File: src/rtl/ffp_pkg.sv
// ----------------------------------------------------------------------------
// ffp_pkg
// types and constants shared by the flow frame parser
// ----------------------------------------------------------------------------
`timescale 1ns / 1ps
`default_nettype none

package ffp_pkg;

  localparam logic [7:0] HDR_BYTE   = 8'hFE;
  localparam logic [7:0] FTR_BYTE   = 8'hAA;
  localparam logic [7:0] FOLD_LIMIT = 8'd127;

  typedef enum logic [3:0] {
    POS_HDR  = 4'd0,
    POS_RSV  = 4'd1,
    POS_XLO  = 4'd2,
    POS_XHI  = 4'd3,
    POS_YLO  = 4'd4,
    POS_YHI  = 4'd5,
    POS_T    = 4'd6,
    POS_Q    = 4'd7,
    POS_FTR  = 4'd8
  } pos_t;

  typedef struct packed {
    logic       vld;
    logic [7:0] data;
  } byte_t;

  typedef struct packed {
    logic signed [15:0] motion_x;
    logic signed [15:0] motion_y;
    logic        [7:0]  fold_t;
    logic        [7:0]  quality;
  } res_t;

  function automatic logic [7:0] fold_byte(input logic [7:0] b);
    logic [7:0] v;
    v = b;
    if (b > FOLD_LIMIT) begin
      v = 8'd0 - b;
    end
    return v;
  endfunction

endpackage

`default_nettype wire

File: src/rtl/ffp_if.sv
// ----------------------------------------------------------------------------
// ffp_in_if / ffp_out_if
// valid/ready channels for received bytes and parsed motion items
// ----------------------------------------------------------------------------
`timescale 1ns / 1ps
`default_nettype none

interface ffp_in_if;
  logic       valid;
  logic       ready;
  logic [7:0] rx_byte;

  modport source (output valid, output rx_byte, input ready);
  modport sink   (input valid, input rx_byte, output ready);
endinterface

interface ffp_out_if;
  logic               valid;
  logic               ready;
  logic signed [15:0] motion_x;
  logic signed [15:0] motion_y;
  logic        [7:0]  fold_t;
  logic        [7:0]  quality;

  modport source (output valid, output motion_x, output motion_y, output fold_t,
                  output quality, input ready);
  modport sink   (input valid, input motion_x, input motion_y, input fold_t,
                  input quality, output ready);
endinterface

`default_nettype wire

File: src/rtl/ffp_in_stage.sv
// ----------------------------------------------------------------------------
// ffp_in_stage
// input register for received bytes
// ----------------------------------------------------------------------------
`timescale 1ns / 1ps
`default_nettype none

module ffp_in_stage
  import ffp_pkg::*;
(
  input  wire logic clk,
  input  wire logic rst_n,
  ffp_in_if.sink    in_ch,
  input  wire logic advance,
  output byte_t     stage
);

  logic       vld_r, vld_nxt;
  logic [7:0] data_r, data_nxt;
  logic       take;

  assign in_ch.ready = !vld_r || advance;
  assign take        = in_ch.valid && in_ch.ready;

  always_comb begin
    vld_nxt  = vld_r;
    data_nxt = data_r;
    if (take) begin
      vld_nxt  = 1'b1;
      data_nxt = in_ch.rx_byte;
    end else if (advance) begin
      vld_nxt  = 1'b0;
    end
  end

  always_ff @(posedge clk) begin
    if (!rst_n) begin
      vld_r <= 1'b0;
    end else begin
      vld_r <= vld_nxt;
    end
  end

  always_ff @(posedge clk) begin
    data_r <= data_nxt;
  end

  assign stage.vld  = vld_r;
  assign stage.data = data_r;

endmodule

`default_nettype wire

File: src/rtl/ffp_parse.sv
// ----------------------------------------------------------------------------
// ffp_parse
// frame position tracking and field assembly
// ----------------------------------------------------------------------------
`timescale 1ns / 1ps
`default_nettype none

module ffp_parse
  import ffp_pkg::*;
(
  input  wire logic  clk,
  input  wire logic  rst_n,
  input  wire byte_t stage,
  input  wire logic  advance,
  output logic       res_vld,
  output res_t       res
);

  pos_t        pos_r, pos_nxt;
  logic [15:0] x_r, x_nxt;
  logic [15:0] y_r, y_nxt;
  logic [7:0]  t_r, t_nxt;
  logic [7:0]  q_r, q_nxt;
  logic        fire;

  assign fire = stage.vld && advance;

  always_comb begin
    pos_nxt = pos_r;
    x_nxt   = x_r;
    y_nxt   = y_r;
    t_nxt   = t_r;
    q_nxt   = q_r;
    res_vld = 1'b0;
    if (fire) begin
      unique case (pos_r)
        POS_HDR: begin
          pos_nxt = (stage.data == HDR_BYTE) ? POS_RSV : POS_HDR;
        end
        POS_RSV: begin
          pos_nxt = POS_XLO;
        end
        POS_XLO: begin
          x_nxt   = {8'd0, stage.data};
          pos_nxt = POS_XHI;
        end
        POS_XHI: begin
          x_nxt   = {stage.data, x_r[7:0]};
          pos_nxt = POS_YLO;
        end
        POS_YLO: begin
          y_nxt   = {8'd0, stage.data};
          pos_nxt = POS_YHI;
        end
        POS_YHI: begin
          y_nxt   = {stage.data, y_r[7:0]};
          pos_nxt = POS_T;
        end
        POS_T: begin
          t_nxt   = fold_byte(stage.data);
          pos_nxt = POS_Q;
        end
        POS_Q: begin
          q_nxt   = stage.data;
          pos_nxt = POS_FTR;
        end
        POS_FTR: begin
          res_vld = (stage.data == FTR_BYTE);
          pos_nxt = POS_HDR;
        end
        default: begin
          pos_nxt = POS_HDR;
        end
      endcase
    end
  end

  always_ff @(posedge clk) begin
    if (!rst_n) begin
      pos_r <= POS_HDR;
      x_r   <= 16'd0;
      y_r   <= 16'd0;
      t_r   <= 8'd0;
      q_r   <= 8'd0;
    end else begin
      pos_r <= pos_nxt;
      x_r   <= x_nxt;
      y_r   <= y_nxt;
      t_r   <= t_nxt;
      q_r   <= q_nxt;
    end
  end

  assign res.motion_x = x_r;
  assign res.motion_y = y_r;
  assign res.fold_t   = t_r;
  assign res.quality  = q_r;

endmodule

`default_nettype wire

File: src/rtl/ffp_out_stage.sv
// ----------------------------------------------------------------------------
// ffp_out_stage
// result register driving the motion item channel
// ----------------------------------------------------------------------------
`timescale 1ns / 1ps
`default_nettype none

module ffp_out_stage
  import ffp_pkg::*;
(
  input  wire logic  clk,
  input  wire logic  rst_n,
  input  wire logic  res_vld,
  input  wire res_t  res,
  output logic       advance,
  ffp_out_if.source  out_ch
);

  logic vld_r, vld_nxt;
  res_t res_r, res_nxt;

  assign advance = !vld_r || out_ch.ready;

  always_comb begin
    vld_nxt = vld_r;
    res_nxt = res_r;
    if (res_vld) begin
      vld_nxt = 1'b1;
      res_nxt = res;
    end else if (out_ch.ready) begin
      vld_nxt = 1'b0;
    end
  end

  always_ff @(posedge clk) begin
    if (!rst_n) begin
      vld_r <= 1'b0;
    end else begin
      vld_r <= vld_nxt;
    end
  end

  always_ff @(posedge clk) begin
    res_r <= res_nxt;
  end

  assign out_ch.valid    = vld_r;
  assign out_ch.motion_x = res_r.motion_x;
  assign out_ch.motion_y = res_r.motion_y;
  assign out_ch.fold_t   = res_r.fold_t;
  assign out_ch.quality  = res_r.quality;

endmodule

`default_nettype wire

File: src/rtl/flow_frame_parser.sv
// ----------------------------------------------------------------------------
// flow_frame_parser
// parses nine-byte optical flow frames into motion items
// ----------------------------------------------------------------------------
// path: a footer byte is held in the input register, its item then in the
// result register; throughput: one byte per cycle unless the output stalls,
// set by the single parse stage between the input and result registers
// reset: synchronous active-low rst_n clears frame position, held fields
// and both valid flags; the parser then waits for a header
`timescale 1ns / 1ps
`default_nettype none

module flow_frame_parser
  import ffp_pkg::*;
(
  input  wire logic clk,
  input  wire logic rst_n,
  ffp_in_if.sink    in_ch,
  ffp_out_if.source out_ch
);

  byte_t stage;
  logic  advance;
  logic  res_vld;
  res_t  res;

  ffp_in_stage u_in_stage (
    .clk     (clk),
    .rst_n   (rst_n),
    .in_ch   (in_ch),
    .advance (advance),
    .stage   (stage)
  );

  ffp_parse u_parse (
    .clk     (clk),
    .rst_n   (rst_n),
    .stage   (stage),
    .advance (advance),
    .res_vld (res_vld),
    .res     (res)
  );

  ffp_out_stage u_out_stage (
    .clk     (clk),
    .rst_n   (rst_n),
    .res_vld (res_vld),
    .res     (res),
    .advance (advance),
    .out_ch  (out_ch)
  );

  a_res_loaded: assert property (@(posedge clk) disable iff (!rst_n)
    res_vld |=> out_ch.valid && out_ch.motion_x == $past(res.motion_x)
      && out_ch.quality == $past(res.quality))
    else $error("parsed item not loaded into result register");

  a_res_needs_room: assert property (@(posedge clk) disable iff (!rst_n)
    res_vld |-> advance && stage.vld && stage.data == FTR_BYTE)
    else $error("item produced without footer or without room");

  a_stall_blocks_input: assert property (@(posedge clk) disable iff (!rst_n)
    (stage.vld && !advance) |-> !in_ch.ready)
    else $error("input accepted while held byte is stalled");

  a_held_byte_kept: assert property (@(posedge clk) disable iff (!rst_n)
    (stage.vld && !advance) |=> stage.vld && stage.data == $past(stage.data))
    else $error("stalled byte lost");

endmodule

`default_nettype wire

File: src/flat_wrapper.sv
// flat-port wrapper written by rule: the top's interface ports become plain ports
module flow_frame_parser_flat import ffp_pkg::*;
  (clk, rst_n, in_ch_valid, in_ch_rx_byte, in_ch_ready, out_ch_valid, out_ch_motion_x, out_ch_motion_y, out_ch_fold_t, out_ch_quality, out_ch_ready);
  ffp_in_if in_ch_i ();
  ffp_out_if out_ch_i ();
  input  wire logic clk;
  input  wire logic rst_n;
  input wire logic [$bits(in_ch_i.valid)-1:0] in_ch_valid;
  input wire logic [$bits(in_ch_i.rx_byte)-1:0] in_ch_rx_byte;
  output wire logic [$bits(in_ch_i.ready)-1:0] in_ch_ready;
  output wire logic [$bits(out_ch_i.valid)-1:0] out_ch_valid;
  output wire logic [$bits(out_ch_i.motion_x)-1:0] out_ch_motion_x;
  output wire logic [$bits(out_ch_i.motion_y)-1:0] out_ch_motion_y;
  output wire logic [$bits(out_ch_i.fold_t)-1:0] out_ch_fold_t;
  output wire logic [$bits(out_ch_i.quality)-1:0] out_ch_quality;
  input wire logic [$bits(out_ch_i.ready)-1:0] out_ch_ready;
  assign in_ch_i.valid = in_ch_valid;
  assign in_ch_i.rx_byte = in_ch_rx_byte;
  assign in_ch_ready = in_ch_i.ready;
  assign out_ch_valid = out_ch_i.valid;
  assign out_ch_motion_x = out_ch_i.motion_x;
  assign out_ch_motion_y = out_ch_i.motion_y;
  assign out_ch_fold_t = out_ch_i.fold_t;
  assign out_ch_quality = out_ch_i.quality;
  assign out_ch_i.ready = out_ch_ready;
  flow_frame_parser u_core (.clk(clk), .rst_n(rst_n), .in_ch(in_ch_i), .out_ch(out_ch_i));
endmodule
File: config.mk
export PLATFORM = sky130hd
export DESIGN_NAME = flow_frame_parser_flat
export DESIGN_NICKNAME = d
export VERILOG_FILES = /design/src/rtl/ffp_pkg.sv /design/src/rtl/ffp_if.sv /design/src/rtl/ffp_in_stage.sv /design/src/rtl/ffp_parse.sv /design/src/rtl/ffp_out_stage.sv /design/src/rtl/flow_frame_parser.sv /design/src/flat_wrapper.sv
export SDC_FILE = /design/constraint.sdc
export NUM_CORES = 1
export LEC_CHECK = 0
export ABC_AREA = 1
export CORE_ASPECT_RATIO = 0.9
export CORE_UTILIZATION = 52
export CTS_CLUSTER_DIAMETER = 80
export DETAILED_ROUTE_END_ITERATION = 6
export DONT_BUFFER_PORTS = 1
export PLACE_DENSITY_LB_ADDON = 0.2
export SYNTH_ARGS = -nofsm -noshare
export SYNTH_HDL_FRONTEND = slang
export SYNTH_HIERARCHICAL = 1
export SYNTH_SLANG_ARGS = --single-unit
export TNS_END_PERCENT = 10
File: constraint.sdc
create_clock -name clk -period 6.3 [get_ports clk]
set_clock_uncertainty 0.2 [all_clocks]
set_input_delay 1.575 -clock clk [delete_from_list [all_inputs] [get_ports clk]]
set_output_delay 1.575 -clock clk [all_outputs]
set_load 0.02 [all_outputs]
After elaboration in Yosys (flattened, before gate mapping)
Cells that the tools add are included.
W data, S select, Z words.
- $mul: 0
- bitwise operators: 2
- reduce and logical (&&, ||, !) cells: 17
- divide/modulo/power cells: 0
- shift operators: 0
- magnitude comparators: 1
- multiplexer cells: 11
- equality and inequality tests: 10
- $add $sub $neg: 1
- operators by type and width (cell ; count):
    $pmux W16 S2 ; 2
    $pmux W4 S8 ; 1
    $eq A4 B3 Y1 const B ; 4
    $eq A8 B8 Y1 const B ; 2
    $eq A4 B2 Y1 const B ; 2
    $gt A8 B7 Y1 const B ; 1
    $mux W8 ; 1
    $reduce_and A2 Y1 ; 4
    $reduce_bool A2 Y1 ; 4
    $sub A1 B8 Y8 const A ; 1
    $mux W1 ; 7
    $reduce_and A3 Y1 ; 2
    $eq A4 B1 Y1 const B ; 1
    $eq A4 B4 Y1 const B ; 1
    $logic_not A4 Y1 ; 1
    $logic_and A1 B1 Y1 ; 2
    $logic_not A1 Y1 ; 2
    $logic_or A1 B1 Y1 ; 2
    $not A1 Y1 ; 2
- bits in read-only memories: 0
- memories kept: 0
- bits in writable memories: 0
- register bits after elaboration: 110
- output and inout bits: 50
- input bits: 12
- bits in latches: 0
- logic and storage cells: 56

Logic depth before layout (Yosys ltp)
Gate-level depths: netlist of the first run.
- depth in word-level cells: 5
- mapped depth: 8
- gate-level depth less buffers: 8

Cells and area by module
Netlist of the first run, hierarchy kept.
- by module, submodules not included (module ; seq. area each (um^2) ; cells each ; times used ; area an instance (um^2)):
    ffp_parse ; 1041.0 ; 290 ; 1 ; 2183.3
    ffp_out_stage ; 1461.4 ; 54 ; 1 ; 1487.7
    ffp_in_stage ; 260.2 ; 16 ; 1 ; 299.0

Worst setup path before layout of the first run
Ideal clock, no wire load.
- path type: input port to flip-flop
- start point: input port out_ch_ready
- end point: register u_core.u_out_stage.vld_r, in the netlist u_core/u_out_stage/out_ch.valid
- arrival: 5897 ps
- setup slack: 129 ps
- setup time: 75 ps
- stages on the path: 8
- required time: 6025 ps
- cells stage by stage: inv_1 nand2_2 nand2_2 nor2_1 nand4_1 nor3_1 inv_1 a21oi_2
- cells in the longest elaborated chain, start to end: 4
- elaborated cells on any way between the ends: 5
- classes of those cells: mux (2); reduce/logical (3)
- RTL lines (item ; RTL line ; RTL):
    start: declaration ; flat_wrapper.sv:16 ; input wire logic [$bits(out_ch_i.ready)-1:0] out_ch_ready;
    $logic_or A1 B1 Y1 (*) ; ffp_out_stage.sv:22 ; assign advance = !vld_r || out_ch.ready;
    via u_core.advance ; flow_frame_parser.sv:23 ; logic advance;
    $logic_and A1 B1 Y1 (*) ; ffp_parse.sv:26 ; assign fire = stage.vld && advance;
    $mux W1 (*) ; ffp_parse.sv:35 ; if (fire) begin
    via u_core.res_vld ; flow_frame_parser.sv:24 ; logic res_vld;
    $mux W1 or $reduce_bool A2 Y1 (tied branches) ; - ;
    end signal: assignment ; ffp_out_stage.sv:39 ; vld_r <= vld_nxt;
    end: declaration ; ffp_out_stage.sv:19 ; logic vld_r, vld_nxt;
The timed path passes the listed nets; every way through them passes the cells marked *.
A chain may end at the register's enable or synchronous reset.

Final worst setup path of the first run
- start point: input port out_ch_ready
- end point: output port in_ch_ready
- cells in the longest elaborated chain, start to end: 2
- RTL lines (item ; RTL line ; RTL):
    $logic_or A1 B1 Y1 ; ffp_out_stage.sv:22 ;
    via u_core.advance ; flow_frame_parser.sv:23 ;
    $logic_or A1 B1 Y1 ; ffp_in_stage.sv:22 ; assign in_ch.ready = !vld_r || advance;
    end: declaration ; flat_wrapper.sv:10 ; output wire logic [$bits(in_ch_i.ready)-1:0] in_ch_ready;
The timed path passes the listed nets, and every way through them passes these cells.

==> results.rst, run 1 <==
.. list-table::
   :header-rows: 1

   * - Metric
     - Value
   * - Total routing resource utilization after global routing
     - around a fifth
   * - End of the worst hold path
     - u_core/u_out_stage/out_ch.quality[0]
   * - Flip-flop and latch count after synthesis
     - 110
   * - Worst path slowest cell
     - sky130_fd_sc_hd__nand2_2
   * - Final estimated routing congestion in global placement
     - between 0.7 and 0.8
   * - Max frequency
     - around 0.27 GHz
   * - Fill count
     - between 600 and 700
   * - Leading cell type in the layout, fill and taps excluded
     - sky130_fd_sc_hd__nand2_1
   * - R2R depth
     - 5
   * - Post-synthesis instance area
     - ~0.0040 mm^2
   * - Die outline width
     - 94.11 um
   * - Via count of the first global-routing pass
     - approximately 2300
   * - Worst path most repeated cell
     - sky130_fd_sc_hd__nand2_2
   * - Final core utilization
     - approximately 59%
   * - Clock tree from TritonCTS
     - built
   * - Post-detailed-route count of antenna-violating nets
     - 0
   * - Row Count
     - 29
   * - Initial core utilization
     - 54.98%
   * - Max rail drop VDD
     - approximately 0.22 mV
   * - Status
     - finished, final reports clean
   * - Post-route clock period utilization
     - between 50% and 60%
   * - Final HPWL from detailed placement
     - approximately 4600 um
   * - Number of stages on the worst hold path
     - 0
   * - Height of the chip
     - about 85 um
   * - Clock insertion delay at the later pin of the skew report
     - about 0.36 ns
   * - Syn-to-layout area delta
     - 7.564%
   * - Fraction of the mapped netlist area in compound gates
     - approximately a tenth
   * - Xor and xnor area share after synthesis
     - 0%
   * - Delay of the slowest critical-path stage
     - 0.10 ns
   * - Adder-cell area share of the yosys netlist
     - less than 1%
   * - Data required time at the worst endpoint
     - 4.53 ns
   * - Slew HR
     - a little over a third
   * - Wire length of the first global-routing pass
     - 11300 um
   * - I/O Buffers
     - 0
   * - Die area
     - around 0.0080 mm^2
   * - Most frequent cells in the layout
     - sky130_fd_sc_hd__nand2_1, sky130_fd_sc_hd__edfxtp_1, sky130_fd_sc_hd__dfxtp_1
   * - Count of pins over their slew limit
     - 0
   * - CTS Hold Buffers Added
     - 0
   * - Worst Path Arrival
     - about 1.9 ns
   * - Leakage power
     - between 1 and 1.5 nW
   * - # diodes
     - 0
   * - Residual DRC
     - 0
   * - Cell types with the largest area share after synthesis
     - sky130_fd_sc_hd__edfxtp_1, sky130_fd_sc_hd__dfxtp_1, sky130_fd_sc_hd__nand2_1, sky130_fd_sc_hd__a21oi_1, sky130_fd_sc_hd__nand3_1
   * - DRC marker count from the first detailed-route iteration
     - ~180
   * - Final Net Count
     - 374
   * - Largest delay contributor family on the critical path
     - simple AND/OR/NAND/NOR gates
   * - Max Fanout on Critical Path
     - 3
   * - Total core area
     - 0.007221 mm^2
   * - Sequential element share of the synthesized area
     - a little over two thirds
   * - Worst hold path class
     - reg2reg
   * - DR WL/cell
     - 15.37 um
   * - Clock input transition at the sequential cells of the worst setup and hold paths
     - ~0.090 ns
   * - Cell at the root of the clock tree
     - sky130_fd_sc_hd__clkbuf_8
   * - Critical path buffers and inverters
     - 2
   * - Final Hold Fails
     - 0
   * - Post-synthesis cell type count
     - 27
   * - Total global routing overflow
     - 0
   * - Final setup violation count
     - 0
   * - Number of nets produced by synthesis
     - between 300 and 400
   * - Maximum root-to-sink buffer count
     - 2
   * - Final TNS setup
     - 0 ns
   * - Post-Syn Area per Cell
     - between 10 and 15 um^2
   * - Router iterations before antenna repair
     - 5
   * - Actual slew at the worst max-slew pin
     - a little under 1 ns
   * - Setup slack of the most critical reg-to-reg path
     - slightly above 4 ns
   * - Post-route minimum period
     - about 3.6 ns
   * - Cell count after synthesis
     - 360
   * - Count of buffers added by post-CTS timing repair for setup
     - 0
   * - Total clock buffers created by CTS
     - 9
   * - Cell type contributing the most total cell area after synthesis
     - sky130_fd_sc_hd__edfxtp_1
   * - Total of cells resized after clock tree synthesis
     - 0
   * - Antenna violations before repair
     - 0
   * - Worst reg2reg path startpoint
     - u_core/u_in_stage/data_r[0]
   * - Critical path capture point type
     - primary output
   * - CP Cell Sequence
     - inv_1 > nand2_2 > inv_2 > nand2_2
   * - Depth of the CTS H-tree
     - 3
   * - Simple-gate share of the synthesized area
     - between 10% and 20%
   * - Worst flop-to-flop path endpoint
     - u_core/u_out_stage/out_ch.motion_x[1]
   * - Via count of the routed design
     - approximately 2500
   * - Number of maximum-capacitance constraint violations
     - 0
   * - Detailed-route vias per instance
     - roughly 5.5
   * - Power density over the cells
     - 291.7 mW/mm^2
   * - Synthesis Warnings
     - 6
   * - Type of the worst setup path
     - in2out
   * - Number of top-level pins
     - 62
   * - Area fraction of the dominant cell type after synthesis
     - roughly 42%
   * - Multiplexer fraction of the synthesized cell area
     - 0%
   * - HP Start
     - u_core/u_parse/q_r[0]
   * - RSZ-0062 raised after global routing
     - no
   * - Main combinational cell family by area after synthesis
     - simple AND/OR/NAND/NOR gates
   * - Largest net degree at the start of global routing
     - 37
   * - Share of cells above drive strength 1
     - between 10% and 20%
   * - Number of sinks on the clock net
     - 110
   * - Total length of routed wires
     - a little over 7000 um
   * - Worst Setup Start Kind
     - input port
-- cell usage after synthesis (all sizes together) --
| library cell | instances |
|---|---|
| buf | 4 |
| o21ai | 19 |
| nand3 | 26 |
| a21oi | 51 |
| edfxtp | 56 |
| ha | 2 |
| clkbuf | 9 |
| nand2 | 79 |
| dfxtp | 54 |
| nor2 | 27 |
| nor3 | 4 |
| nand4 | 4 |
| clkinv | 1 |
| a211oi | 1 |
| inv | 23 |
-- metal layers --
| layer | vias to the layer above | share of wire, % | track usage (%) |
|---|---|---|---|
| met5 | - | 0 | 0 |
| met4 | 0 | 1.3 | 6.713 |
| met3 | 8 | 7.4 | 6.720 |
| met2 | 94 | 45 | 27.54 |
| met1 | 1176 | 47 | 25.94 |
| li1 | 1229 | - | - |
-- worst max-delay path by stage --
stage / slack (ns) / depth (start not counted) / startpoint / end
3_5_place_dp: 2.66 / 4 / out_ch_ready / in_ch_ready
2_1_floorplan: 0.13 / 8 / out_ch_ready / u_core/u_out_stage/out_ch.valid
4_1_cts: 2.65 / 4 / out_ch_ready / in_ch_ready
6_report: 2.65 / 4 / out_ch_ready / in_ch_ready
5_1_grt: 2.63 / 4 / out_ch_ready / in_ch_ready
3_3_place_gp: 2.66 / 4 / out_ch_ready / in_ch_ready
-- report_power, final --
group	internal, mW	total, mW	switching (mW)
combinational	0.00635	0.0236	0.0172
clock	0.235	0.458	0.222
sequential	0.750	0.764	0.0139
total	0.992	1.25	0.253
-- state kept, by name, indices dropped and copies added, names as in the netlist, 4 cells and up --
signal	flops
u_core/u_parse/pos_r	4
u_core/u_out_stage/out_ch.motion_y	16
u_core/u_out_stage/out_ch.quality	8
u_core/u_parse/x_r	16
u_core/u_out_stage/out_ch.motion_x	16
u_core/u_out_stage/out_ch.fold_t	8
u_core/u_parse/q_r	8
u_core/u_in_stage/data_r	8
u_core/u_parse/t_r	8
u_core/u_parse/y_r	16
-- metrics by stage --
stage                     cell area [um^2]  instances  hold slack [ns]  setup slack, ns  power, mW
after detailed placement              4045        442           0.2131            2.655     0.8042
after CTS                             4270        458           0.2332            2.654      1.255
final                                 4270        458           0.2283            2.651      1.246
after global routing                  4270        458           0.2407            2.630      1.285
after floorplan                       3970        360           0.2030           0.1289     0.7951
after global placement                4045        442           0.2063            2.661     0.8040
-- cells by family (layout without fill, tap and decap cells) --
family          after synthesis  in the layout
flops                       110            110
compound gates               71             71
buf+inv                      37             42
fa+ha+maj                     2              2
simple gates                140            140
-- cell type report --
| cell class | instances | area, um^2 | share of cell area, % |
|---|---|---|---|
| inverter | 24 | 90.09 | 2.110 |
| multi-input combinational | 213 | 1061 | 24.85 |
| sequential | 110 | 2763 | 64.69 |
| timing repair buffer | 2 | 15.01 | 0.3516 |
| clock inverter | 5 | 83.83 | 1.963 |
| tap | 93 | 116.4 | 2.725 |
| clock buffer | 11 | 141.4 | 3.311 |
Power figures use the tool's default switching activity.
==> inputs of run 2 (changes only) <==
==> constraint.sdc (replaced) <==
create_clock -name clk -period 3.5 [get_ports clk]
set_clock_uncertainty 0.2 [all_clocks]
set_input_delay 0.875 -clock clk [delete_from_list [all_inputs] [get_ports clk]]
set_output_delay 0.875 -clock clk [all_outputs]
set_load 0.02 [all_outputs]
==> run 2 against run 1 <==
Compared with the run above:
- sequential power rose by 81%
- cell area fell by 0.64%
- non-clock buffer count rose by 1
- combinational power rose by 86%
- largest cell class unchanged
==> results.rst, run 2 (synthesized netlist as in run 1, its figures left out) <==
.. list-table::
   :header-rows: 1

   * - Metric
     - Value
   * - Status
     - finished, final reports clean
   * - Number of top-level pins
     - 62 (unchanged)
   * - Maximum root-to-sink buffer count
     - 2 (unchanged)
   * - # diodes
     - 0 (unchanged)
   * - Post-route clock period utilization
     - around two thirds
   * - Power density over the cells
     - 498.2 mW/mm^2 (+71%)
   * - Largest net degree at the start of global routing
     - 35 (-5.4%)
   * - Total global routing overflow
     - 0 (unchanged)
   * - Worst reg2reg path startpoint
     - u_core/u_in_stage/data_r[0]
   * - CP Cell Sequence
     - inv_1 > nand2_2 > nand2_2 > nor2_1 > nand4_1 > nor3_4 > buf_4
   * - Final setup violation count
     - 0 (unchanged)
   * - Max Fanout on Critical Path
     - 34 (+31)
   * - Post-detailed-route count of antenna-violating nets
     - 0 (unchanged)
   * - Via count of the first global-routing pass
     - 2287 (+0.44%)
   * - Sequential Area
     - 0.002763 mm^2 (unchanged)
   * - Final Hold Fails
     - 0 (unchanged)
   * - Total power of the final layout
     - 2.114 mW (+70%)
   * - Max rail drop VDD
     - 0.3230 mV (+48%)
   * - Number of maximum-capacitance constraint violations
     - 0 (unchanged)
   * - Count of pins over their slew limit
     - 0 (unchanged)
   * - Setup Slack @ Placement
     - 0.8135 ns (-1.842 ns)
   * - Die area
     - 0.007989 mm^2 (unchanged)
   * - Syn-to-layout area delta
     - 6.870%
   * - Data required time at the worst endpoint
     - 3.32 ns (-1.21 ns)
   * - Type of the worst setup path
     - in2reg
   * - Clock insertion delay at the later pin of the skew report
     - 0.36 ns (about the same)
   * - Router iterations before antenna repair
     - 4 (-1)
   * - Worst path slowest cell
     - sky130_fd_sc_hd__buf_4
   * - Actual slew at the worst max-slew pin
     - 0.7061 ns (-0.2652 ns)
   * - Leading cell type in the layout, fill and taps excluded
     - sky130_fd_sc_hd__nand2_1
   * - Final core utilization
     - 58.76% (-0.38 points)
   * - Final TNS setup
     - 0 ns (unchanged)
   * - Count of buffers added by post-CTS timing repair for setup
     - 0 (unchanged)
   * - Total length of routed wires
     - 7137 um (+1.4%)
   * - Total of cells resized after clock tree synthesis
     - 0 (unchanged)
   * - Total clock buffers created by CTS
     - 9 (unchanged)
   * - Share of cells above drive strength 1
     - 11.48% (+0.24 points)
   * - HP Start
     - u_core/u_parse/q_r[3]
   * - Post-route non-filler standard cell count
     - 459 (+0.22%)
   * - Critical path capture point type
     - flip-flop
   * - Max frequency
     - 0.4368 GHz
   * - Antenna violations before repair
     - 0 (unchanged)
   * - Clock input transition at the sequential cells of the worst setup and hold paths
     - 0.09 ns (about the same)
   * - Worst path most repeated cell
     - sky130_fd_sc_hd__nand2_2
   * - Final Net Count
     - 375 (+0.27%)
   * - Via count of the routed design
     - 2459 (-1.9%)
   * - Initial core utilization
     - 54.98% (unchanged)
   * - Post-route minimum period
     - ~2.3 ns
   * - Die outline width
     - 94.11 um (unchanged)
   * - Combined area of the multi-input logic cells
     - 0.001067 mm^2 (+0.59%)
   * - Cell at the root of the clock tree
     - sky130_fd_sc_hd__clkbuf_8
   * - Delay of the slowest critical-path stage
     - 0.42 ns (+0.32 ns)
   * - CTS Hold Buffers Added
     - 0 (unchanged)
   * - Launching element of the worst setup path
     - out_ch_ready
   * - I/O Buffers
     - 0 (unchanged)
   * - Most frequent cells in the layout
     - sky130_fd_sc_hd__nand2_1, sky130_fd_sc_hd__edfxtp_1, sky130_fd_sc_hd__dfxtp_1
   * - Leakage power
     - 1.500 nW (about the same)
   * - Final estimated routing congestion in global placement
     - 0.8264 (+5.0%)
   * - Depth of the CTS H-tree
     - 3 (unchanged)
   * - Total core area
     - 0.007221 mm^2 (unchanged)
   * - DRC marker count from the first detailed-route iteration
     - 182 (+2.8%)
   * - DR WL/cell
     - 15.55 um (+1.2%)
   * - Slew HR
     - 52.93% (+18 points)
   * - Clock tree from TritonCTS
     - built
   * - Post-layout worst setup margin
     - 1.211 ns (-1.441 ns)
   * - Wire length of the first global-routing pass
     - 11410 um (+0.91%)
   * - Worst Setup Start Kind
     - input port
   * - Total routing resource utilization after global routing
     - 19.26% (+0.45 points)
   * - Fill count
     - 596 (-2.3%)
   * - Height of the chip
     - 84.90 um (unchanged)
   * - Number of sinks on the clock net
     - 110 (unchanged)
   * - Worst Path Arrival
     - 2.11 ns (+0.24 ns)
   * - Worst hold path class
     - reg2reg
   * - Final HPWL from detailed placement
     - 4733 um (+2.7%)
   * - Row Count
     - 29 (unchanged)
   * - Count of placed standard cells including taps
     - 443 (+0.23%)
   * - RSZ-0062 raised after global routing
     - no
   * - Residual DRC
     - 0 (unchanged)
   * - Detailed-route vias per instance
     - 5.357 (-2.1%)
-- run 2: changes by cell type in the layout (fill, tap and decap cells not counted), sizes merged --
cell,change
buf,+1
inv,+1
clkinv,+2
clkinvlp,-1
bufinv,-2
-- run 2: where the power goes --
group,total [mW],switching [mW],internal [mW]
Clock,0.693,0.409,0.285
Sequential,1.38,0.0261,1.35
Combinational,0.0439,0.0317,0.0121
-- run 2: path summary, 6_finish.rpt --
path / to / slack, ns / cells after the start
worst max-delay path: u_core/u_out_stage/out_ch.motion_x[3] / 1.21 / 7
worst min-delay path: u_core/u_out_stage/out_ch.quality[3] / 0.24 / 0
worst max register to register: u_core/u_out_stage/out_ch.motion_x[3] / 1.27 / 5
worst min register to register: u_core/u_out_stage/out_ch.quality[3] / 0.24 / 0
-- run 2: per-layer routing --
| metal | GRT usage (%) | share of wire [%] |
|---|---|---|
| met1 | 26.44 | 46 |
| met4 | 8.811 | 1.7 |
| met2 | 28.00 | 44 |
| met3 | 6.093 | 7.7 |
| met5 | 0 | 0 |
-- run 2: metrics by stage --
| stage | cell area (um^2) | hold slack (ns) |
|---|---|---|
| 2_1_floorplan | 3981 | 0.2030 |
| 3_3_place_gp | 4059 | 0.2080 |
| 3_5_place_dp | 4059 | 0.2172 |
| 4_1_cts | 4243 | 0.2397 |
| 5_1_grt | 4243 | 0.2457 |
| 6_report | 4243 | 0.2353 |
-- run 2: area by class of cell --
| cell class | count | share of cell area, % |
|---|---|---|
| well taps | 93 | 2.743 |
| flip-flops and latches | 110 | 65.11 |
| repair buffers | 3 | 0.5308 |
| clock inverters | 5 | 1.003 |
| inverters | 24 | 2.123 |
| multi-input cells | 213 | 25.15 |
| clock buffers | 11 | 3.332 |
-- run 2: critical path, delay by kind of cell --
| kind | cells | cell delay, ns |
|---|---|---|
| AND/OR/NAND/NOR | 5 | 0.78 |
| buffers and inverters | 2 | 0.45 |
